### config.mk
export PLATFORM = sky130hd
export DESIGN_NAME = ftc_lane
export DESIGN_NICKNAME = d
export VERILOG_FILES = /design/src/rtl/core/ftc_pkg.sv /design/src/rtl/core/ftc_lane.sv
export SDC_FILE = /design/constraint.sdc
export NUM_CORES = 2
export LEC_CHECK = 0
export BUFFER_PORTS_ARGS = -buffer_cell sky130_fd_sc_hd__buf_2
export CAP_MARGIN = 25
export CORE_ASPECT_RATIO = 1.75
export CORE_UTILIZATION = 48
export DETAILED_ROUTE_END_ITERATION = 7
export PLACE_DENSITY = 0.7
export SYNTH_ARGS = -nofsm -noshare
export SYNTH_HDL_FRONTEND = slang
export SYNTH_SLANG_ARGS = --single-unit
### constraint.sdc
create_clock -name clk -period 6.44 [get_ports clk]
set_input_delay 0.644 -clock clk [delete_from_list [all_inputs] [get_ports clk]]
set_output_delay 0.644 -clock clk [all_outputs]
set_load 0.05 [all_outputs]
### src/rtl/core/ftc_pkg.sv
// shared types, constants and helpers for the frame transform block
package ftc_pkg;

  localparam int CoordWidth = 32;
  localparam int RotFracBits = 14;
  localparam int RotWidth = 16;
  localparam int RowWidth = 48;

  // exact sums: point/m stage and b stage widths
  localparam int ProdWidth = CoordWidth + RotWidth;       // 48
  localparam int SumWidth = ProdWidth + 2;                // 50
  localparam int MWidth = SumWidth - RotFracBits;         // 36
  localparam int BProdWidth = MWidth + RotWidth;          // 52
  localparam int BSumWidth = BProdWidth + 2;              // 54

  localparam logic [1:0] OP_POINT = 2'd0;
  localparam logic [1:0] OP_COV = 2'd1;
  localparam logic [1:0] OP_DIAG = 2'd2;
  localparam logic [1:0] OP_NONE = 2'd3;

  localparam logic [2:0] REG_ROW0 = 3'd0;
  localparam logic [2:0] REG_ROW1 = 3'd1;
  localparam logic [2:0] REG_ROW2 = 3'd2;
  localparam logic [2:0] REG_OFFX = 3'd3;
  localparam logic [2:0] REG_OFFY = 3'd4;
  localparam logic [2:0] REG_OFFZ = 3'd5;
  localparam logic [2:0] REG_ROTEN = 3'd6;

  typedef logic signed [RotWidth-1:0] rot_t;
  typedef rot_t rot_mat_t [3][3];
  typedef logic signed [CoordWidth-1:0] coord_t;

  typedef struct packed {
    logic [1:0] op;
    logic last;
    logic rot_en;
  } ctl_t;

  function automatic rot_t rot_elem(input logic [RowWidth-1:0] row, input int j);
    rot_elem = row[RotWidth*j +: RotWidth];
  endfunction

  // floor((v + half) >> frac) for a 50 bit sum
  function automatic logic signed [MWidth-1:0] round_sum(
      input logic signed [SumWidth-1:0] v);
    logic signed [SumWidth-1:0] t;
    t = v + SumWidth'(1 << (RotFracBits - 1));
    round_sum = MWidth'(t >>> RotFracBits);
  endfunction

  function automatic logic signed [BSumWidth-RotFracBits-1:0] round_bsum(
      input logic signed [BSumWidth-1:0] v);
    logic signed [BSumWidth-1:0] t;
    t = v + BSumWidth'(1 << (RotFracBits - 1));
    round_bsum = (BSumWidth-RotFracBits)'(t >>> RotFracBits);
  endfunction

endpackage

### src/rtl/core/ftc_lane.sv
// one lane: dot product of a row of rotation with a 3 vector, registered
module ftc_lane import ftc_pkg::*; (
  input  logic clk,
  input  logic en,
  input  rot_t r0,
  input  rot_t r1,
  input  rot_t r2,
  input  logic signed [MWidth-1:0] v0,
  input  logic signed [MWidth-1:0] v1,
  input  logic signed [MWidth-1:0] v2,
  output logic signed [BSumWidth-1:0] sum
);
  logic signed [BProdWidth-1:0] p0_r, p1_r, p2_r;

  // products registered, then summed
  always_ff @(posedge clk) begin
    if (en) begin
      p0_r <= BProdWidth'(r0 * v0);
      p1_r <= BProdWidth'(r1 * v1);
      p2_r <= BProdWidth'(r2 * v2);
    end
  end

  assign sum = BSumWidth'(p0_r) + BSumWidth'(p1_r) + BSumWidth'(p2_r);
endmodule

==> metrics.cfg <==
[yosys]
synth_edf_count=156
avgSynthCellArea_um2=9.19
yosysWarningCount=0
ys_seq_area_share_pct=6.90
synthAdderAreaFrac_pct=57.2
synth_cells=7389
syn_nets=9644
ys_async_sr_fraction_pct=0
muxShareOfSynthArea_pct=0.0442
synthDistinctLibCells=80
synth_area_um2=67900
synth_compound_area_share_pct=5.99
synthSimpleGateAreaFrac_pct=15.0
synth_xor_xnor_area_share_pct=2.64
synth_ff_type=edfxtp_1
synth_top_family_by_area=adder cells
ys_ff_latch=156

[finish]
final_layout_size_suffix_gt1_share_pct=17.8
final_area_um2=80000
syn_to_final_growth_pct=17.8
final_common_cell=inv_1
layout_common_cells=inv_1 (1,839), fa_1 (1,612), nand2_1 (1,015)
final_nets=10500
fillers=12100

[critical_path]
cp-end-kind=flip-flop
worstSetupPathType=primary input to flip-flop
crit_path_start_kind=primary input
critPathArrivalTime_ps=6660
crit_required_ps=6700
path_max_fanout=7

[timing]
setup_ws_ps=40.0
min_period_over_period_pct=99.4
finalHoldViolCount=0
worst_pin_slew_ps=1070
fin_crit_ps=6400
tns_ps=0
rsz0062_at_grt=true
maxClockFrequency_mhz=156
slew_viol_final=0
setup_viol=0
holdWs_ps=702
slew_headroom_pct=28.4

[route]
antenna_left=0
drcViolationCount=0
vias_per_cell=5.33
routedWlPerCell_um=19.9
drtPass1Iterations=5
vias=53600
drtIter0Drc=2767
routed_wl_mm=200

[grt]
overflow=0
grt_pass1_wl_mm=313
grt_max_degree=112
antenna_found_initial=11
grtUsageTotal_pct=28.5
grt_pass1_vias=60600

[place]
place_area_um2=77100
hpwlAfterDp_mm=171
post-place-ws_ps=-827
place.gp.congestion=0.947
port_buffers=211

[clock_network]
cts.sinks=156
cts-root-buf=clkbuf_16
htree_num_levels=4
cts_max_path_buffers=2
hold_buffers=0
clk_pin_slew_worst_paths_ps=70
cts_buffers=17
cts_tree=done

[die]
die_w_um=286
core.rowCount=182
start_util_pct=48.3
core_um2=141000
io_pins=212
die_area_um2=143000
die_y_um=500

[run_status]
status=complete, no violations

[min_path]
hold_depth=3
hold_class=primary input to flip-flop

[run]
max_cap_viol_count=0

[worst paths after layout]
path	start	endpoint	slack, ps
worst max-delay path	r2[9]	p2_r[51]	40
worst min-delay path	r0[1]	p0_r[1]	700
[metrics by stage]
stage	instances	util, %
final	10100	56.9
after global routing	10100	56.9
after CTS	10000	55.6
after detailed placement	9985	54.9
after global placement	9985	54.9
after floorplan	7389	-
[what timing repair did]
item | in CTS | in global routing
gates resized for setup | 104 | 456
setup endpoints to repair | 46 | 55
gates cloned | 0 | 7
pin swaps | 45 | 210
hold endpoints to repair | 0 | 0
setup buffers | 4 | 26
[sequential cells by signal, indices dropped and copies added (netlist names)]
| name | cells |
|---|---|
| p0_r | 52 |
| p1_r | 52 |
| p2_r | 52 |
[Yosys cell counts (29+ instances only)]
cell         n  area, µm²
nand4_1     34        213
xor2_1      63        552
clkbuf_1   329       1230
a21o_1     136       1020
o21a_1      30        225
nor2_1     178        668
inv_1     1871       7020
o21bai_1    34        255
and2_1     691       4320
nand3_1     43        215
nand2b_1    33        206
ha_1       418       5230
o21ai_0     91        455
xnor2_1    142       1240
edfxtp_1   156       4680
nand2_1   1027       3850
a31oi_1     29        181
a21oi_1    172        861
fa_1      1679      33600
[final cells by class]
class	instances	area, µm²	area share (%)
clock buffer	17	425	0.532
multi-input combinational	5030	56200	70.2
sequential	156	4680	5.86
timing repair buffer	1121	9190	11.5
clock inverter	15	153	0.191
tap	1840	2300	2.88
inverter	1872	7030	8.79
antenna	4	10.0	0.0125
[kinds of logic after synthesis]
| kind of cell | Yosys count |
|---|---|
| buf+inv | 2203 |
| flops | 156 |
| xor+xnor | 205 |
| simple gates | 2117 |
| compound gates | 608 |
| fa+ha+maj | 2097 |
| mux | 3 |
[layer usage]
layer	GRT usage, %	wire length (µm)	up-vias
li1	-	-	23300
met2	52.7	107000	1984
met3	4.39	11800	945
met1	28.3	61700	27400
met5	0	105	-
met4	22.0	19200	14
[worst max-delay path: stages]
cell and delay, ps:
buf_6 120, buf_12 150, buf_12 160, buf_4 130, nand2_1 70, fa_1 490
inv_1 50, fa_1 460, fa_2 690, fa_1 460, fa_1 510, inv_1 50
fa_1 500, inv_1 50, ha_1 180, a21o_1 170, a21o_1 190, or4_1 460
o22a_1 240, o211ai_2 180, a21oi_2 90, o221ai_2 170, mux2i_1 110, a2111oi_2 320
Power is left out: the tool's default activity adds up to more than one toggle a clock period on the data nets, which glitch-free logic cannot reach.
