$ cat src/rtl/core/ftc_pkg.sv
// shared types, constants and helpers for the frame transform block
package ftc_pkg;

  localparam int CoordWidth = 32;
  localparam int RotFracBits = 14;
  localparam int RotWidth = 16;
  localparam int RowWidth = 48;

  // exact sums: point/m stage and b stage widths
  localparam int ProdWidth = CoordWidth + RotWidth;       // 48
  localparam int SumWidth = ProdWidth + 2;                // 50
  localparam int MWidth = SumWidth - RotFracBits;         // 36
  localparam int BProdWidth = MWidth + RotWidth;          // 52
  localparam int BSumWidth = BProdWidth + 2;              // 54

  localparam logic [1:0] OP_POINT = 2'd0;
  localparam logic [1:0] OP_COV = 2'd1;
  localparam logic [1:0] OP_DIAG = 2'd2;
  localparam logic [1:0] OP_NONE = 2'd3;

  localparam logic [2:0] REG_ROW0 = 3'd0;
  localparam logic [2:0] REG_ROW1 = 3'd1;
  localparam logic [2:0] REG_ROW2 = 3'd2;
  localparam logic [2:0] REG_OFFX = 3'd3;
  localparam logic [2:0] REG_OFFY = 3'd4;
  localparam logic [2:0] REG_OFFZ = 3'd5;
  localparam logic [2:0] REG_ROTEN = 3'd6;

  typedef logic signed [RotWidth-1:0] rot_t;
  typedef rot_t rot_mat_t [3][3];
  typedef logic signed [CoordWidth-1:0] coord_t;

  typedef struct packed {
    logic [1:0] op;
    logic last;
    logic rot_en;
  } ctl_t;

  function automatic rot_t rot_elem(input logic [RowWidth-1:0] row, input int j);
    rot_elem = row[RotWidth*j +: RotWidth];
  endfunction

  // floor((v + half) >> frac) for a 50 bit sum
  function automatic logic signed [MWidth-1:0] round_sum(
      input logic signed [SumWidth-1:0] v);
    logic signed [SumWidth-1:0] t;
    t = v + SumWidth'(1 << (RotFracBits - 1));
    round_sum = MWidth'(t >>> RotFracBits);
  endfunction

  function automatic logic signed [BSumWidth-RotFracBits-1:0] round_bsum(
      input logic signed [BSumWidth-1:0] v);
    logic signed [BSumWidth-1:0] t;
    t = v + BSumWidth'(1 << (RotFracBits - 1));
    round_bsum = (BSumWidth-RotFracBits)'(t >>> RotFracBits);
  endfunction

endpackage

$ cat src/rtl/core/ftc_merge.sv
// rounding, offset add, saturation and output packing
module ftc_merge import ftc_pkg::*; (
  input  ctl_t ctl,
  input  logic signed [MWidth-1:0] pt [3],
  input  logic signed [BSumWidth-1:0] bsum [6],
  input  coord_t offs [3],
  output coord_t res [6],
  output logic sat
);
  localparam int BW = BSumWidth - RotFracBits;
  localparam logic signed [BW-1:0] Hi = BW'((64'sd1 <<< (CoordWidth-1)) - 1);
  localparam logic signed [BW-1:0] Lo = -Hi - BW'(1);

  logic signed [BW-1:0] v [6];
  logic [5:0] clip;

  always_comb begin
    for (int i = 0; i < 6; i++) begin
      v[i] = '0;
      if (ctl.op == OP_COV || ctl.op == OP_DIAG) v[i] = round_bsum(bsum[i]);
    end
    if (ctl.op == OP_POINT) begin
      for (int i = 0; i < 3; i++) v[i] = BW'(pt[i]) + BW'(offs[i]);
    end
    for (int i = 0; i < 6; i++) begin
      clip[i] = (v[i] > Hi) || (v[i] < Lo);
      if (v[i] > Hi) res[i] = CoordWidth'(Hi);
      else if (v[i] < Lo) res[i] = CoordWidth'(Lo);
      else res[i] = CoordWidth'(v[i]);
    end
    sat = |clip;
  end
endmodule

$ cat config.mk
export PLATFORM = sky130hd
export DESIGN_NAME = ftc_merge
export DESIGN_NICKNAME = d
export VERILOG_FILES = /design/src/rtl/core/ftc_pkg.sv /design/src/rtl/core/ftc_merge.sv
export SDC_FILE = /design/constraint.sdc
export NUM_CORES = 1
export LEC_CHECK = 0
export ABC_AREA = 1
export BUFFER_PORTS_ARGS = -buffer_cell sky130_fd_sc_hd__buf_2
export CAP_MARGIN = 5
export CORE_AREA = 2 2 286 288
export DETAILED_ROUTE_END_ITERATION = 6
export DIE_AREA = 0 0 288 290
export SYNTH_ARGS = -nofsm -noshare
export SYNTH_HDL_FRONTEND = slang
export SYNTH_SLANG_ARGS = --single-unit
$ cat constraint.sdc
create_clock -name vclk -period 8.25
set_clock_uncertainty 0.2 [all_clocks]
set_input_delay 1.2375 -clock vclk [all_inputs]
set_output_delay 1.2375 -clock vclk [all_outputs]
set_load 0.02 [all_outputs]
==> results of run 1 <==
-- cells by family after synthesis --
family | after synthesis | share of synthesized area
xor+xnor | 116 | 0.0585
fa+ha+maj | 118 | 0.0863
buf+inv | 491 | 0.114
mux | 1 | 0.000576
compound gates | 555 | 0.184
simple gates | 2252 | 0.557
-- cell usage after synthesis, drive strengths merged (4+ instances only) --
library cell and count:
o211ai 21, o21bai 30, clkinv 4, or2 19, nor2 512, a21o 5, o31ai 9, o21a 4
a21oi 188, o22ai 24, and2 6, nand3b 10, nand2 1268, clkbuf 29, a31o 12, and3 6
xor2 58, inv 418, ha 115, a21boi 6, nor3 96, nand3 232, nor3b 4, o21ai 219
buf 40, nor4 14, nand4 83, xnor2 58, a31oi 21
-- report_power, final --
part           internal, mW  switching [mW]   total [mW]
registers                 0               0            0
clock network   0.000000391               0  0.000000391
logic                 0.518            1.11         1.62
-- layout make-up --
type,count,area share
inverters,422,0.0732
repair buffers,657,0.153
diodes,24,0.00277
multi-input cells,3042,0.710
well taps,1060,0.0611
-- how the worst min path moves through the flow --
stage | from | to | slack [ns]
finish | bsum[148] | res[90] | 2.71
global route | bsum[148] | res[90] | 2.73
CTS | bsum[148] | res[90] | 2.71
detailed placement | bsum[148] | res[90] | 2.71
global placement | bsum[15] | res[1] | 2.70
floorplan | bsum[89] | res[53] | 2.48
-- critical path: cells and delay by family --
family / cells / cell delay, ns
AO/OA/AOI/OAI: 2 / 0.54
adder cells (fa/ha/maj): 2 / 0.61
buffers and inverters: 4 / 0.52
AND/OR/NAND/NOR: 13 / 2.02
-- metal layers --
| layer | vias to the layer above | GRT usage |
|---|---|---|
| met5 | - | 0 |
| met4 | 16 | 0.0569 |
| met3 | 148 | 0.0312 |
| met2 | 1022 | 0.369 |
| met1 | 11600 | 0.276 |
| li1 | 12800 | - |
-- stage by stage --
stage / cell area, µm² / setup WS [ns]
floorplan: 17400 / 3.25
global placement: 21700 / 1.88
detailed placement: 21700 / 1.85
CTS: 21700 / 1.85
global route: 21700 / 1.53
finish: 21700 / 1.88
==> impl_metrics.csv, run 1 <==
group,metric,value,unit
synthesis,syn-num-nets,4183,
routing,drt-initial-drc-count,2180,
finish,fillCellCount,9584,
grt,antenna_found_initial,33,
finish,seq_cells,0,
worst_setup_path,criticalPathCategory,"in2out",
synthesis,yosys_warnings,0,
clocking,cts_hold_buf,0,
sta,drv_slew,0,
grt,grt.total_usage,0.214,
die,die_w,288,µm
synthesis,syn-mean-instance-area,4.92,µm²
die,chipHeight,290,µm
die,start_util,0.217,
routing,drt-total-wl,94900,µm
worst_hold_path,hold_depth,4,
finish,final_nets,4773,
sta,min_period,6.37,ns
worst_setup_path,crit_fanout,32,
routing,met1_length,40500,µm
finish,most-common-layout-cells,"nand2_1 (1242), buf_2 (645), nor2_1 (470)",
routing,viasPerCell,4.91,
power_and_ir_drop,p_per_area,74.8,nW/µm²
die,boundaryPins,725,
die,placementRows,104,
routing,wl_met3,7130,µm
routing,top_layer_used,"met5",
worst_setup_path,max_stage_delay,0.50,ns
sta,period_share,0.772,
routing,dr.pass1.iters,6,
finish,clock_buffers,0,
worst_setup_path,arrival,4.93,ns
synthesis,synth.area.top_cells,"nand2_1 (27%), nor2_1 (10%), inv_1 (8.7%)",
finish,final_common_cell,"nand2_1",
grt,grt_max_degree,48,
sta,holdWs,2.71,ns
worst_setup_path,cp.required,6.81,ns
synthesis,syn_inst,3533,
placement,dp_hpwl,83200,µm
worst_setup_path,crit_end,"sat",
synthesis,synth.distinct_cells,69,
synthesis,yosysSeqAreaShare,0,
finish,finish.utilization,0.271,
synthesis,synth_largest_area_cell,"nand2_1",
finish,layout-drive-gt1-share,0.200,
finish,area_delta_synth_final,25.0,%
die,core,80200,µm²
sta,worst_slew_pin_slew,1.05,ns
routing,antenna_left,0,
grt,grt_pass1_wl,141000,µm
synthesis,yosysTopAreaCellShare,0.268,
clocking,post_cts_buffers,0,
sta,max_freq,157,MHz
placement,placed_cells,5181,
placement,routabilityCongestion,1.00,
worst_hold_path,worstHoldPathType,"in2out",
sta,tns,0,ns
worst_setup_path,crit_chain,"buf_2, ha_1, inv_1, fa_1, inv_1, nand3_1, nand3_1, a21oi_1, o21ai_1, nand2_1, nand3_1, nand3_1, nand2_1, nand2_1, nor2_1, nand2_1, nand2_2, nand2_1, nor2_1, nand3_1, buf_2",
sta,hold_violations,0,
finish,multi_input_area,15400,µm²
routing,via_count,25600,
worst_setup_path,slowest_stage,"nand2_2",
sta,rsz0062_at_grt,"false",
clocking,cts_resized,0,
grt,grt_pass1_vias,24100,
routing,drc_errors,0,
routing,met2_length,44700,µm
die,dieArea,83500,µm²
finish,seqCellArea,0,µm²
grt,grt_overflow,0,
power_and_ir_drop,peakVddDrop,0.0000543,V
finish,fin_cells,5205,
worst_setup_path,startpoint,"pt[0]",
flow_run,cap_violations,0,
outcome,status,"finished, final reports clean",
worst_setup_path,start_kind,"input pin",
worst_setup_path,end_kind,"output port",
power_and_ir_drop,p_total,1.62,mW
synthesis,netlist_area,17400,µm²
placement,numPortBuffers,645,
routing,wl_per_cell,18.2,µm
sta,setup_viol,0,
sta,slew_headroom,0.300,
power_and_ir_drop,p_leak,10.6,nW
No activity file was read; power rests on OpenSTA's default activity.
==> inputs of run 2 (changes only) <==
--- a/config.mk
+++ b/config.mk
@@ -5,12 +5,12 @@
 export SDC_FILE = /design/constraint.sdc
 export NUM_CORES = 1
 export LEC_CHECK = 0
-export ABC_AREA = 1
+export ABC_AREA = 0
 export BUFFER_PORTS_ARGS = -buffer_cell sky130_fd_sc_hd__buf_2
 export CAP_MARGIN = 5
-export CORE_AREA = 2 2 286 288
+export CORE_AREA = 2 2 285 287
 export DETAILED_ROUTE_END_ITERATION = 6
-export DIE_AREA = 0 0 288 290
+export DIE_AREA = 0 0 287 289
 export SYNTH_ARGS = -nofsm -noshare
 export SYNTH_HDL_FRONTEND = slang
 export SYNTH_SLANG_ARGS = --single-unit
==> constraint.sdc (replaced) <==
create_clock -name vclk -period 5.7
set_clock_uncertainty 0.2 [all_clocks]
set_input_delay 0.855 -clock vclk [all_inputs]
set_output_delay 0.855 -clock vclk [all_outputs]
set_load 0.02 [all_outputs]
==> impl_metrics.csv, run 2 <==
group,metric,value,unit
synthesis,synth_largest_area_cell,"xnor2_1",
synthesis,netlist_area,13300,µm²
routing,drt-initial-drc-count,1280,
worst_setup_path,crit_chain,"buf_2, ha_1, inv_1, fa_2, nor2b_2, o2111ai_1, nand3_2, a21bo_2, o211ai_1, a311o_1, xnor2_1, a22oi_1, or4_1, mux2_2, or4_1, clkbuf_4",
die,start_util,0.166,
worst_setup_path,cp.required,4.64,ns
routing,drt-total-wl,74700,µm
finish,area_delta_synth_final,39.7,%
synthesis,yosys-top-cells-count,"o21ai_0 (222), nand2_1 (206), xnor2_1 (184), a21oi_1 (181), nor2_1 (145)",
sta,hold_violations,0,
sta,rsz0062_at_grt,"true",
routing,top_layer_used,"met5",
routing,drc_errors,0,
outcome,status,"finished, final reports clean",
placement,postPlaceCellArea,18300,µm²
synthesis,syn-num-nets,2730,
finish,most-common-layout-cells,"buf_2 (644), o21ai_0 (213), nand2_1 (206)",
sta,period_share,0.977,
routing,dr.pass1.iters,6,
synthesis,yosysTopAreaCellShare,0.122,
sta,min_period,5.57,ns
synthesis,synth.area.top_cells,"xnor2_1 (12%), ha_1 (11%), o21ai_0 (8.4%)",
synthesis,yosys_warnings,0,
routing,wl_per_cell,19.6,µm
die,die_w,287,µm
placement,place_worst_setup_slack,-0.269,ns
grt,grt_pass1_wl,106000,µm
routing,met2_length,34600,µm
grt,grt_max_degree,59,
finish,layout-drive-gt1-share,0.297,
power_and_ir_drop,p_per_area,123,nW/µm²
worst_hold_path,worstHoldPathType,"in2out",
routing,viasPerCell,4.97,
routing,antenna_left,0,
placement,placed_cells,3788,
grt,antenna_found_initial,53,
die,placementRows,104,
power_and_ir_drop,p_int,0.848,mW
power_and_ir_drop,comb_power_share,1.000,
die,dieArea,82900,µm²
grt,grt_pass1_vias,17500,
power_and_ir_drop,peakVddDrop,0.0000741,V
finish,stdcell_area,18500,µm²
synthesis,syn-mean-instance-area,6.37,µm²
worst_setup_path,cp_top_family,"simple AND/OR/NAND/NOR gates",
power_and_ir_drop,p_leak,7.69,nW
synthesis,yosysSeqAreaShare,0,
die,boundaryPins,725,
die,core,79900,µm²
power_and_ir_drop,power_frac_seq,0,
finish,seqCellArea,0,µm²
worst_setup_path,arrival,4.51,ns
synthesis,syn_inst,2080,
sta,worst_slew_pin_slew,0.674,ns
worst_setup_path,slowest_stage,"or4_1",
sta,slew_headroom,0.547,
worst_setup_path,critPathBufInv,3,
grt,grt.total_usage,0.164,
worst_setup_path,crit_top_cell,"or4_1",
grt,grt_overflow,0,
worst_setup_path,end_kind,"output port",
power_and_ir_drop,switchingPower,1.44,mW
routing,met1_length,30800,µm
placement,dp_hpwl,65300,µm
routing,via_count,18900,
power_and_ir_drop,p_total,2.28,mW
flow_run,cap_violations,0,
worst_setup_path,crit_fanout,3,
sta,max_freq,180,MHz
finish,seq_cells,0,
finish,final_nets,3381,
die,chipHeight,289,µm
worst_setup_path,start_kind,"input pin",
finish,fillCellCount,9174,
placement,routabilityCongestion,0.993,
finish,clock_buffers,0,
sta,fin_ws,0.134,ns
finish,fin_cells,3810,
synthesis,synth_most_common_cell,"o21ai_0",
placement,numPortBuffers,645,
power_and_ir_drop,switching_share,0.629,
routing,wl_met3,6940,µm
sta,drv_slew,0,
worst_setup_path,max_stage_delay,0.56,ns
power_and_ir_drop,clock_power_share,0,
finish,final_common_cell,"buf_2",
worst_setup_path,criticalPathCategory,"in2out",
sta,tns,0,ns
synthesis,synth.distinct_cells,82,
sta,setup_viol,0,
[run 2: cell count changes after synthesis, moves of 28 or more]
cell / previous run / this run
a22oi_1: 3 / 86
and3_1: 6 / 40
and4_1: 0 / 29
clkbuf_1: 29 / 99
inv_1: 401 / 60
nand2_1: 1242 / 206
nand3_1: 222 / 114
nor2_1: 471 / 145
nor2_2: 28 / 0
nor3_1: 76 / 39
o21ai_0: 153 / 222
o21ai_1: 58 / 2
xnor2_1: 58 / 184
xor2_1: 58 / 124
[run 2: cell families after synthesis]
| family | after synthesis | synth area share |
|---|---|---|
| compound gates | 680 | 0.314 |
| xor+xnor | 308 | 0.203 |
| fa+ha+maj | 118 | 0.113 |
| buf+inv | 168 | 0.0506 |
| mux | 10 | 0.00774 |
| simple gates | 796 | 0.311 |
[run 2: worst paths after layout]
path	start	end	cells past startpoint
max	pt[36]	sat	16
min	bsum[88]	res[52]	4
[run 2: per-stage QoR]
step | hold WS (ns) | utilization
global route | 1.97 | 0.232
finish | 1.94 | 0.232
global placement | 1.92 | 0.229
detailed placement | 1.93 | 0.229
floorplan | 1.73 | -
CTS | 1.94 | 0.230
[run 2: cell type report]
class | instances | area [µm²] | area share
Timing Repair Buffer | 757 | 4160 | 0.225
Tap cell | 1060 | 1330 | 0.0716
Multi-Input combinational cell | 1912 | 12800 | 0.689
Antenna cell | 21 | 52.6 | 0.00284
Inverter | 60 | 225 | 0.0122
[run 2: power groups by stage]
stage	Sequential (mW)	Combinational [mW]	Clock (mW)
global placement	0	2.24	0
detailed placement	0	2.24	0
global route	0	2.46	0.000000306
CTS	0	2.26	0
floorplan	0	1.31	0
finish	0	2.28	0.000000496
[run 2: per-layer routing]
metal | GRT usage | vias to the layer above
met5 | 0 | -
met2 | 0.282 | 890
met3 | 0.0424 | 153
met1 | 0.205 | 8769
met4 | 0.0378 | 50
li1 | - | 9056
[run 2: repair_timing]
| item | 4_1_cts | 5_1_grt |
|---|---|---|
| gates resized for setup | 13 | 27 |
| endpoints found under the setup margin | 33 | 93 |
| hold buffers | 0 | 0 |
| pin swaps | 1 | 6 |
| setup buffers | 0 | 1 |
